`config.mk`:
```
export PLATFORM = sky130hd
export DESIGN_NAME = circle_point_generator_flat
export DESIGN_NICKNAME = d
export VERILOG_FILES = /design/src/hw/rtl/cpg_pkg.sv /design/src/hw/rtl/cpg_if.sv /design/src/hw/rtl/cpg_front.sv /design/src/hw/rtl/cpg_queue.sv /design/src/hw/rtl/cpg_back.sv /design/src/hw/rtl/circle_point_generator.sv /design/src/flat_wrapper.sv
export SDC_FILE = /design/constraint.sdc
export NUM_CORES = 1
export LEC_CHECK = 0
export BUFFER_PORTS_ARGS = -buffer_cell sky130_fd_sc_hd__buf_4
export CAP_MARGIN = 20
export CORE_UTILIZATION = 55
export DETAILED_ROUTE_END_ITERATION = 6
export PLACE_DENSITY = 0.73
export RECOVER_POWER = 50
export SYNTH_ARGS = -nofsm -noshare
export SYNTH_HDL_FRONTEND = slang
export SYNTH_SLANG_ARGS = --single-unit
```
`constraint.sdc`:
```
create_clock -name clk -period 7.24 [get_ports clk]
set_clock_uncertainty 0.2 [all_clocks]
set_input_delay 0.724 -clock clk [delete_from_list [all_inputs] [get_ports clk]]
set_output_delay 0.724 -clock clk [all_outputs]
set_load 0.005 [all_outputs]
```
`src/hw/rtl/cpg_pkg.sv`:
```
// shared types and constants for the circle point generator
package cpg_pkg;

    localparam int COORD_BITS_DEF = 11;
    localparam int IN_W           = 11;
    localparam int RAD_W          = 10;
    localparam int OFF_W          = 11;
    localparam int DEC_W          = 15;
    localparam int PIX_W          = 13;
    localparam int POINTS         = 8;
    localparam int IDX_W          = $clog2(POINTS);
    localparam int QUEUE_DEPTH    = 2;

    localparam logic OP_START = 1'b0;
    localparam logic OP_STEP  = 1'b1;

    localparam logic [DEC_W-1:0] DEC_INIT   = DEC_W'(3);
    localparam logic [DEC_W-1:0] DEC_INC_X  = DEC_W'(6);
    localparam logic [DEC_W-1:0] DEC_INC_XY = DEC_W'(10);

    // one queued job: a start pixel or a full set of eight octant points
    typedef struct packed {
        logic [OFF_W-1:0] cx;
        logic [OFF_W-1:0] cy;
        logic [OFF_W-1:0] ux;
        logic [OFF_W-1:0] uy;
        logic             fin;
        logic             single;
    } job_t;

endpackage

```
`src/hw/rtl/cpg_if.sv`:
```
// valid/ready channel interfaces for commands and pixels
interface cpg_in_if;
    logic                      valid;
    logic                      ready;
    logic                      op;
    logic [cpg_pkg::IN_W-1:0]  center_x;
    logic [cpg_pkg::IN_W-1:0]  center_y;
    logic [cpg_pkg::RAD_W-1:0] radius;

    modport source (output valid, output op, output center_x, output center_y,
                    output radius, input ready);
    modport sink (input valid, input op, input center_x, input center_y,
                  input radius, output ready);
endinterface

interface cpg_out_if;
    logic                             valid;
    logic                             ready;
    logic signed [cpg_pkg::PIX_W-1:0] pixel_x;
    logic signed [cpg_pkg::PIX_W-1:0] pixel_y;
    logic                             last;
    logic                             finished;

    modport source (output valid, output pixel_x, output pixel_y, output last,
                    output finished, input ready);
    modport sink (input valid, input pixel_x, input pixel_y, input last,
                  input finished, output ready);
endinterface

```
`src/hw/rtl/cpg_front.sv`:
```
// front end: takes commands, runs the decision update, queues pixel jobs
module cpg_front #(
    parameter int COORD_BITS = cpg_pkg::COORD_BITS_DEF
) (
    input  logic           clk,
    input  logic           rst_n,
    cpg_in_if.sink         cmd,
    input  logic           q_full,
    output logic           q_push,
    output cpg_pkg::job_t  q_job
);
    localparam int CW = (COORD_BITS < cpg_pkg::OFF_W) ? COORD_BITS : cpg_pkg::OFF_W;

    logic [CW-1:0]                cx_reg, cx_next;
    logic [CW-1:0]                cy_reg, cy_next;
    logic [cpg_pkg::OFF_W-1:0]    ox_reg, ox_next;
    logic [cpg_pkg::OFF_W-1:0]    oy_reg, oy_next;
    logic [cpg_pkg::DEC_W-1:0]    dec_reg, dec_next;
    logic                         active_reg, active_next;
    logic                         take;
    logic [cpg_pkg::DEC_W-1:0]    x_ext, y_ext;

    assign cmd.ready = !q_full;
    assign take      = cmd.valid && cmd.ready;
    assign x_ext     = cpg_pkg::DEC_W'(ox_reg);
    assign y_ext     = cpg_pkg::DEC_W'(oy_reg);

    always_comb
    begin
        cx_next     = cx_reg;
        cy_next     = cy_reg;
        ox_next     = ox_reg;
        oy_next     = oy_reg;
        dec_next    = dec_reg;
        active_next = active_reg;
        q_push      = 1'b0;
        q_job       = '0;
        if (take)
        begin
            case (cmd.op)
                cpg_pkg::OP_START:
                begin
                    cx_next     = cmd.center_x[CW-1:0];
                    cy_next     = cmd.center_y[CW-1:0];
                    ox_next     = '0;
                    oy_next     = cpg_pkg::OFF_W'(cmd.radius);
                    dec_next    = cpg_pkg::DEC_INIT - (cpg_pkg::DEC_W'(cmd.radius) << 1);
                    active_next = (cmd.radius != '0);
                    q_push      = 1'b1;
                    q_job.single = 1'b1;
                end
                cpg_pkg::OP_STEP:
                begin
                    if (active_reg)
                    begin
                        // sign bit of the decision picks the move
                        if (dec_reg[cpg_pkg::DEC_W-1])
                        begin
                            dec_next = dec_reg + (x_ext << 2) + cpg_pkg::DEC_INC_X;
                            oy_next  = oy_reg;
                        end
                        else
                        begin
                            dec_next = dec_reg + ((x_ext - y_ext) << 2) + cpg_pkg::DEC_INC_XY;
                            oy_next  = oy_reg - 1'b1;
                        end
                        ox_next      = ox_reg + 1'b1;
                        active_next  = ox_next < oy_next;
                        q_push       = 1'b1;
                        q_job.single = 1'b0;
                    end
                end
                default:
                begin
                    q_push = 1'b0;
                end
            endcase
            q_job.cx  = cpg_pkg::OFF_W'(cx_next);
            q_job.cy  = cpg_pkg::OFF_W'(cy_next);
            q_job.ux  = ox_next;
            q_job.uy  = oy_next;
            q_job.fin = ox_next >= oy_next;
        end
    end

    always_ff @(posedge clk or negedge rst_n)
    begin
        if (!rst_n)
        begin
            cx_reg     <= '0;
            cy_reg     <= '0;
            ox_reg     <= '0;
            oy_reg     <= '0;
            dec_reg    <= '0;
            active_reg <= 1'b0;
        end
        else
        begin
            cx_reg     <= cx_next;
            cy_reg     <= cy_next;
            ox_reg     <= ox_next;
            oy_reg     <= oy_next;
            dec_reg    <= dec_next;
            active_reg <= active_next;
        end
    end

endmodule

```
`src/hw/rtl/cpg_queue.sv`:
```
// short job queue between front and back end
module cpg_queue (
    input  logic           clk,
    input  logic           rst_n,
    input  logic           push,
    input  cpg_pkg::job_t  push_job,
    input  logic           pop,
    output logic           full,
    output logic           not_empty,
    output cpg_pkg::job_t  head
);
    localparam int DEPTH = cpg_pkg::QUEUE_DEPTH;
    localparam int AW    = (DEPTH > 1) ? $clog2(DEPTH) : 1;
    localparam int CNT_W = $clog2(DEPTH + 1);

    cpg_pkg::job_t  mem [DEPTH];
    logic [AW-1:0]  wr_ptr_reg, wr_ptr_next;
    logic [AW-1:0]  rd_ptr_reg, rd_ptr_next;
    logic [CNT_W-1:0] cnt_reg, cnt_next;
    logic           do_push, do_pop;

    assign full      = cnt_reg == CNT_W'(DEPTH);
    assign not_empty = cnt_reg != '0;
    assign do_push   = push && !full;
    assign do_pop    = pop && not_empty;
    assign head      = mem[rd_ptr_reg];

    always_comb
    begin
        wr_ptr_next = wr_ptr_reg;
        rd_ptr_next = rd_ptr_reg;
        cnt_next    = cnt_reg;
        if (do_push)
        begin
            wr_ptr_next = (wr_ptr_reg == AW'(DEPTH - 1)) ? '0 : wr_ptr_reg + 1'b1;
        end
        if (do_pop)
        begin
            rd_ptr_next = (rd_ptr_reg == AW'(DEPTH - 1)) ? '0 : rd_ptr_reg + 1'b1;
        end
        if (do_push && !do_pop)
        begin
            cnt_next = cnt_reg + 1'b1;
        end
        else if (do_pop && !do_push)
        begin
            cnt_next = cnt_reg - 1'b1;
        end
    end

    always_ff @(posedge clk)
    begin
        if (do_push)
        begin
            mem[wr_ptr_reg] <= push_job;
        end
    end

    always_ff @(posedge clk or negedge rst_n)
    begin
        if (!rst_n)
        begin
            wr_ptr_reg <= '0;
            rd_ptr_reg <= '0;
            cnt_reg    <= '0;
        end
        else
        begin
            wr_ptr_reg <= wr_ptr_next;
            rd_ptr_reg <= rd_ptr_next;
            cnt_reg    <= cnt_next;
        end
    end

endmodule

```
`src/hw/rtl/cpg_back.sv`:
```
// back end: walks one job's octant points, one pixel word per cycle while pix.ready is high
module cpg_back (
    input  logic           clk,
    input  logic           rst_n,
    input  logic           q_not_empty,
    input  cpg_pkg::job_t  q_head,
    output logic           q_pop,
    cpg_out_if.source      pix
);
    cpg_pkg::job_t              job_reg;
    logic                       busy_reg;
    logic [cpg_pkg::IDX_W-1:0]  idx_reg;
    logic                       fire, at_end, load;
    logic [cpg_pkg::PIX_W-1:0]  cx_w, cy_w, a_w, b_w, dx, dy;

    assign fire   = pix.valid && pix.ready;
    assign at_end = job_reg.single || (idx_reg == cpg_pkg::IDX_W'(cpg_pkg::POINTS - 1));
    assign load   = q_not_empty && (!busy_reg || (fire && at_end));
    assign q_pop  = load;

    assign cx_w = cpg_pkg::PIX_W'(job_reg.cx);
    assign cy_w = cpg_pkg::PIX_W'(job_reg.cy);

    // bit 2 swaps the offsets, bit 0 negates the x term, bit 1 the y term
    always_comb
    begin
        a_w = idx_reg[2] ? cpg_pkg::PIX_W'(job_reg.uy) : cpg_pkg::PIX_W'(job_reg.ux);
        b_w = idx_reg[2] ? cpg_pkg::PIX_W'(job_reg.ux) : cpg_pkg::PIX_W'(job_reg.uy);
        dx  = idx_reg[0] ? -a_w : a_w;
        dy  = idx_reg[1] ? -b_w : b_w;
    end

    assign pix.valid    = busy_reg;
    assign pix.pixel_x  = cx_w + dx;
    assign pix.pixel_y  = cy_w + dy;
    assign pix.last     = at_end;
    assign pix.finished = job_reg.fin;

    always_ff @(posedge clk)
    begin
        if (load)
        begin
            job_reg <= q_head;
        end
    end

    always_ff @(posedge clk or negedge rst_n)
    begin
        if (!rst_n)
        begin
            busy_reg <= 1'b0;
            idx_reg  <= '0;
        end
        else if (load)
        begin
            busy_reg <= 1'b1;
            idx_reg  <= '0;
        end
        else if (fire)
        begin
            if (at_end)
            begin
                busy_reg <= 1'b0;
                idx_reg  <= '0;
            end
            else
            begin
                idx_reg <= idx_reg + 1'b1;
            end
        end
    end

endmodule

```
`src/hw/rtl/circle_point_generator.sv`:
```
// top level of the Bresenham circle rasterizer
//
//  channel | dir | word                                   | accepted when
//  cmd     | in  | op, center_x, center_y, radius         | valid && ready
//  pix     | out | pixel_x, pixel_y, last, finished       | valid && ready
//
// a step word on a circle in progress yields eight pixel words and a start word
// one, driven out by the back end at one word per cycle while pix.ready is high,
// so a stream of steps is paced by the pixel port
// a two-entry job queue lets the front take commands while pixels drain
// rst_n clears the circle state, the queue and the output stage
module circle_point_generator #(
    parameter int COORD_BITS = cpg_pkg::COORD_BITS_DEF
) (
    input  logic       clk,
    input  logic       rst_n,
    cpg_in_if.sink     cmd,
    cpg_out_if.source  pix
);
    logic           q_push, q_pop, q_full, q_not_empty;
    cpg_pkg::job_t  q_job, q_head;

    cpg_front #(
        .COORD_BITS (COORD_BITS)
    ) u_front (
        .clk    (clk),
        .rst_n  (rst_n),
        .cmd    (cmd),
        .q_full (q_full),
        .q_push (q_push),
        .q_job  (q_job)
    );

    cpg_queue u_queue (
        .clk       (clk),
        .rst_n     (rst_n),
        .push      (q_push),
        .push_job  (q_job),
        .pop       (q_pop),
        .full      (q_full),
        .not_empty (q_not_empty),
        .head      (q_head)
    );

    cpg_back u_back (
        .clk         (clk),
        .rst_n       (rst_n),
        .q_not_empty (q_not_empty),
        .q_head      (q_head),
        .q_pop       (q_pop),
        .pix         (pix)
    );

endmodule

```
`src/flat_wrapper.sv`:
```
// flat-port wrapper written by rule: the top's interface ports become plain ports
module circle_point_generator_flat 
#(
    parameter int COORD_BITS = cpg_pkg::COORD_BITS_DEF
)
  (clk, rst_n, cmd_valid, cmd_op, cmd_center_x, cmd_center_y, cmd_radius, cmd_ready, pix_valid, pix_pixel_x, pix_pixel_y, pix_last, pix_finished, pix_ready);
  cpg_in_if cmd_i ();
  cpg_out_if pix_i ();
  input  logic clk;
  input  logic rst_n;
  input wire logic [$bits(cmd_i.valid)-1:0] cmd_valid;
  input wire logic [$bits(cmd_i.op)-1:0] cmd_op;
  input wire logic [$bits(cmd_i.center_x)-1:0] cmd_center_x;
  input wire logic [$bits(cmd_i.center_y)-1:0] cmd_center_y;
  input wire logic [$bits(cmd_i.radius)-1:0] cmd_radius;
  output wire logic [$bits(cmd_i.ready)-1:0] cmd_ready;
  output wire logic [$bits(pix_i.valid)-1:0] pix_valid;
  output wire logic [$bits(pix_i.pixel_x)-1:0] pix_pixel_x;
  output wire logic [$bits(pix_i.pixel_y)-1:0] pix_pixel_y;
  output wire logic [$bits(pix_i.last)-1:0] pix_last;
  output wire logic [$bits(pix_i.finished)-1:0] pix_finished;
  input wire logic [$bits(pix_i.ready)-1:0] pix_ready;
  assign cmd_i.valid = cmd_valid;
  assign cmd_i.op = cmd_op;
  assign cmd_i.center_x = cmd_center_x;
  assign cmd_i.center_y = cmd_center_y;
  assign cmd_i.radius = cmd_radius;
  assign cmd_ready = cmd_i.ready;
  assign pix_valid = pix_i.valid;
  assign pix_pixel_x = pix_i.pixel_x;
  assign pix_pixel_y = pix_i.pixel_y;
  assign pix_last = pix_i.last;
  assign pix_finished = pix_i.finished;
  assign pix_i.ready = pix_ready;
  circle_point_generator #(.COORD_BITS(COORD_BITS)) u_core (.clk(clk), .rst_n(rst_n), .cmd(cmd_i), .pix(pix_i));
endmodule
```
==> metrics.md <==
| Metric | Value |
|---|---|
| Yosys Warn Count | 0 |
| WL final | 28.5 mm |
| Outcome | finished with violations |
| Least-Margin Pin Slew | 4.05 ns |
| Logic pwr share | 56.6% |
| DIE AREA | 23900 sq um |
| Worst VDD drop | 426 uV |
| Congestion Overflow GR | 0 |
| WP data arrival | 4.33 ns |
| Rows | 55 |
| Post CTS Setup Buffer Count | 0 |
| Seq cells post-synth | 205 |
| DR vias | 9043 |
| Max-Cap Viols | 3 |
| DRT Pass-1 Iters | 7 |
| Sw Ratio | 41.0% |
| Syn nets | 1363 |
| Final Util | 62.7% |
| Die height | 155 microns |
| Drt via density | 5.76 |
| Fill cells | 1864 |
| Startpoint types | flip-flop |
| GP Congestion | 0.888 |
| Crit path time final | 5.25 ns |
| Io pins | 67 |
| Crit. End Element | primary output |
| Synthesized cell area | 12800 sq um |
| Final Cycle Share | 72.5% |
| Clock Tree Buf Depth | 3 |
| Cells after synthesis | 1212 |
| Initial antenna violation count | 0 |
| Path type of the worst min-delay path | input port to flip-flop |
| Async SR Flop Fraction | 32.7% |
| Clock Tree Root | clkbuf_16 |
| Area grow syn2layout | 11.2% |
| Setup TNS | 0 ns |
| Design Area, Final | 14200 sq um |
| Cell variety after synth | 61 |
| Post-Layout Cell Count | 1570 |
| Seq pwr share | 28.6% |
| Buffers & Inverters on Critical Path | 2 |
| Cell Count Post-Placement | 1530 |
| PwrDens | 499 nW/um^2 |
| Largest net degree at the start of global routing | 68 |
| Crit-path max FO | 44 |
| CP max stage delay | 0.59 ns |
| Sequential fraction of the synthesis area | 45.4% |
| First DRT Iteration DRCs | 625 |
| Detailed-route DRC error count | 0 |
| Die Wd | 155 microns |
| Failing checks | capacitance limit, slew limit |
| Worst path cell trace | buf_4 -> mux2_2 -> o21ai_0 -> xor2_1 -> ha_1 -> a21oi_1 -> nor2b_1 -> o221ai_1 -> and2_1 -> or4b_2 -> o211ai_1 -> buf_4 |
| Buffers on Ports | 66 |
| Most used cell, CP | buf_4 |
| Core Box Area | 22700 sq um |
| Internal | 0.00420 W |
| # clock sinks | 205 |
| CTS tree | done |
| Placed cell area | 13600 sq um |
| Antenna cells | 0 |
| CP max-delay cell | or4b_2 |
| Leak pwr | 6.11 nW |
| Post-synth EDFFs | 138 |
| Setup violators final | 0 |
| Post-DP HPWL | 20.6 mm |
| Flip-flop and latch area | 5820 sq um |
| Main synth FF type | edfxtp_1 |
| Total GRT Usage | 24.5% |
| Count of pins over their slew limit | 165 |
| Crit Path Class | flip-flop to primary output |
| TritonCTS buffer count | 22 |
| Worst skew pair latency | 0.51 ns |
| First-pass GRT wire length | 46.1 mm |
| Wirelength per Cell | 18.1 microns |
| Clk pin slew, worst setup/hold paths | 0.06 ns |
| Final Hold Vio Count | 0 |
| Delay-heaviest family, CP | simple AND/OR/NAND/NOR gates |
| Avg Synthesized Cell Area | 10.6 sq um |
| Post-cts sizing count | 0 |
| Max Fclk | 190 MHz |
| Starting Density | 56.4% |
| RSZ-0062 raised after global routing | no |
| Clock share of power | 14.7% |
| Total Nets Final | 1421 |
| Share of cells above drive strength 1 | 12.7% |
| P_sw | 0.00291 W |
| H-tree Lvls | 1 |
| Area occupied by multi-input gates | 6650 sq um |
| Vias in the first global route | 8878 |
| Detail Route Antenna Nets | 0 |
| CTS Hold Bufs | 0 |
| Max reg flops | 92 |
| Worst EP required | 6.32 ns |
| Max-slew headroom | -170% |
Yosys cell counts, types with 4 or more instances:
cell       count  area [sq um]
xnor2_1       63           552
a21o_1        36           270
mux2_2        51           574
ha_1         109          1360
nand3_1       17          85.1
nand2b_1      16           100
o21a_1        14           105
nand2_1      128           480
nor3_1        36           180
nand4_1        9          56.3
o31ai_1        9          67.6
or2_2          6          37.5
edfxtp_1     138          4140
xor2_1        49           429
a21oi_1       60           300
nor2b_1       11          68.8
o21bai_1       7          52.6
clkbuf_1      29           109
fa_1           5           100
or3_1          9          56.3
and2_1         5          31.3
o21ai_0       44           220
nor2_1       113           424
mux2i_1       49           490
nor4_1         6          37.5
a31oi_1        6          37.5
inv_1         47           176
a211oi_1       6          45.0
o211ai_1       7          52.6
buf_2          5          25.0
buf_1          8          30.0
a2111oi_0      4          35.0
dfrtp_1       67          1680
and3_1         5          31.3
layer usage:
metal | GRT usage [%] | up-vias | share of wire (%)
met2 | 40.4 | 224 | 47
met3 | 2.63 | 35 | 4.5
met4 | 5.75 | 0 | 1.7
met5 | 0 | - | 0
li1 | - | 4479 | -
met1 | 35.0 | 4305 | 47
through the flow:
step / hold WS [ns] / worst slack (ns) / total power (W)
CTS: 0.196 / 2.10 / 0.00715
global route: 0.209 / 1.78 / 0.00771
finish: 0.212 / 1.99 / 0.00711
global placement: 0.257 / 2.58 / 0.00597
detailed placement: 0.262 / 2.53 / 0.00608
floorplan: 0.228 / 2.24 / 0.00485
cells in the final DEF, fill, tap and decap left out, drive strengths merged, types with 7 or more instances in the layout:
cell	n
o21bai	7
ha	109
nand4	9
clkinv	9
a21o	36
o31ai	9
nand2b	16
xor2	49
o21a	14
xnor2	63
nor2	113
or3	12
a21oi	61
dfrtp	67
mux2i	49
mux2	51
clkbuf	37
buf	70
nor2b	11
nand3	17
inv	48
o21ai	44
nor4	7
nand2	128
edfxtp	138
nor3	36
o211ai	7
area by class of cell:
type	count	share of cell area [%]
clock inverter	9	0.518
clock buffer	30	4.22
timing repair buffer	77	3.95
multi-input combinational	916	46.7
inverter	48	1.27
sequential	205	40.9
tap	285	2.50
final timing paths:
path	slack [ns]	startpoint	cells past startpoint	to
max	1.99	u_core.u_back.idx_reg[2]$_DFFE_PN0P_	12	pix_pixel_y[10]
min	0.21	cmd_center_x[0]	3	u_core.u_front.cx_reg[0]$_DFFE_PN0P_
max reg2reg	2.50	u_core.u_front.ox_reg[0]$_DFFE_PN0P_	19	u_core.u_front.dec_reg[14]$_DFFE_PN0P_
min reg2reg	0.27	u_core.u_front.cy_reg[2]$_DFFE_PN0P_	2	u_core.u_front.cy_reg[2]$_DFFE_PN0P_
max in group asynchronous	3.13	rst_n	1	u_core.u_front.oy_reg[5]$_DFFE_PN0P_
min in group asynchronous	1.42	rst_n	1	u_core.u_front.dec_reg[4]$_DFFE_PN0P_
power groups by stage:
| stage | registers, W | logic, W | clock network (W) |
|---|---|---|---|
| final | 0.00204 | 0.00403 | 0.00105 |
| after floorplan | 0.00191 | 0.00294 | 0 |
| after CTS | 0.00206 | 0.00402 | 0.00107 |
| after global routing | 0.00207 | 0.00453 | 0.00111 |
| after detailed placement | 0.00208 | 0.00400 | 0 |
| after global placement | 0.00207 | 0.00390 | 0 |
worst min-delay path, stage by stage:
cell and delay (ns):
buf_4 0.08, nand2_1 0.04, nand2_1 0.05
kinds of logic after synthesis:
logic type | after synthesis | synth area share, %
xor+xnor | 112 | 7.66
flops | 205 | 45.4
buf+inv | 91 | 2.75
mux | 100 | 8.31
fa+ha+maj | 114 | 11.4
simple gates | 371 | 13.3
compound gates | 219 | 11.1
Power figures use the tool's default switching activity.
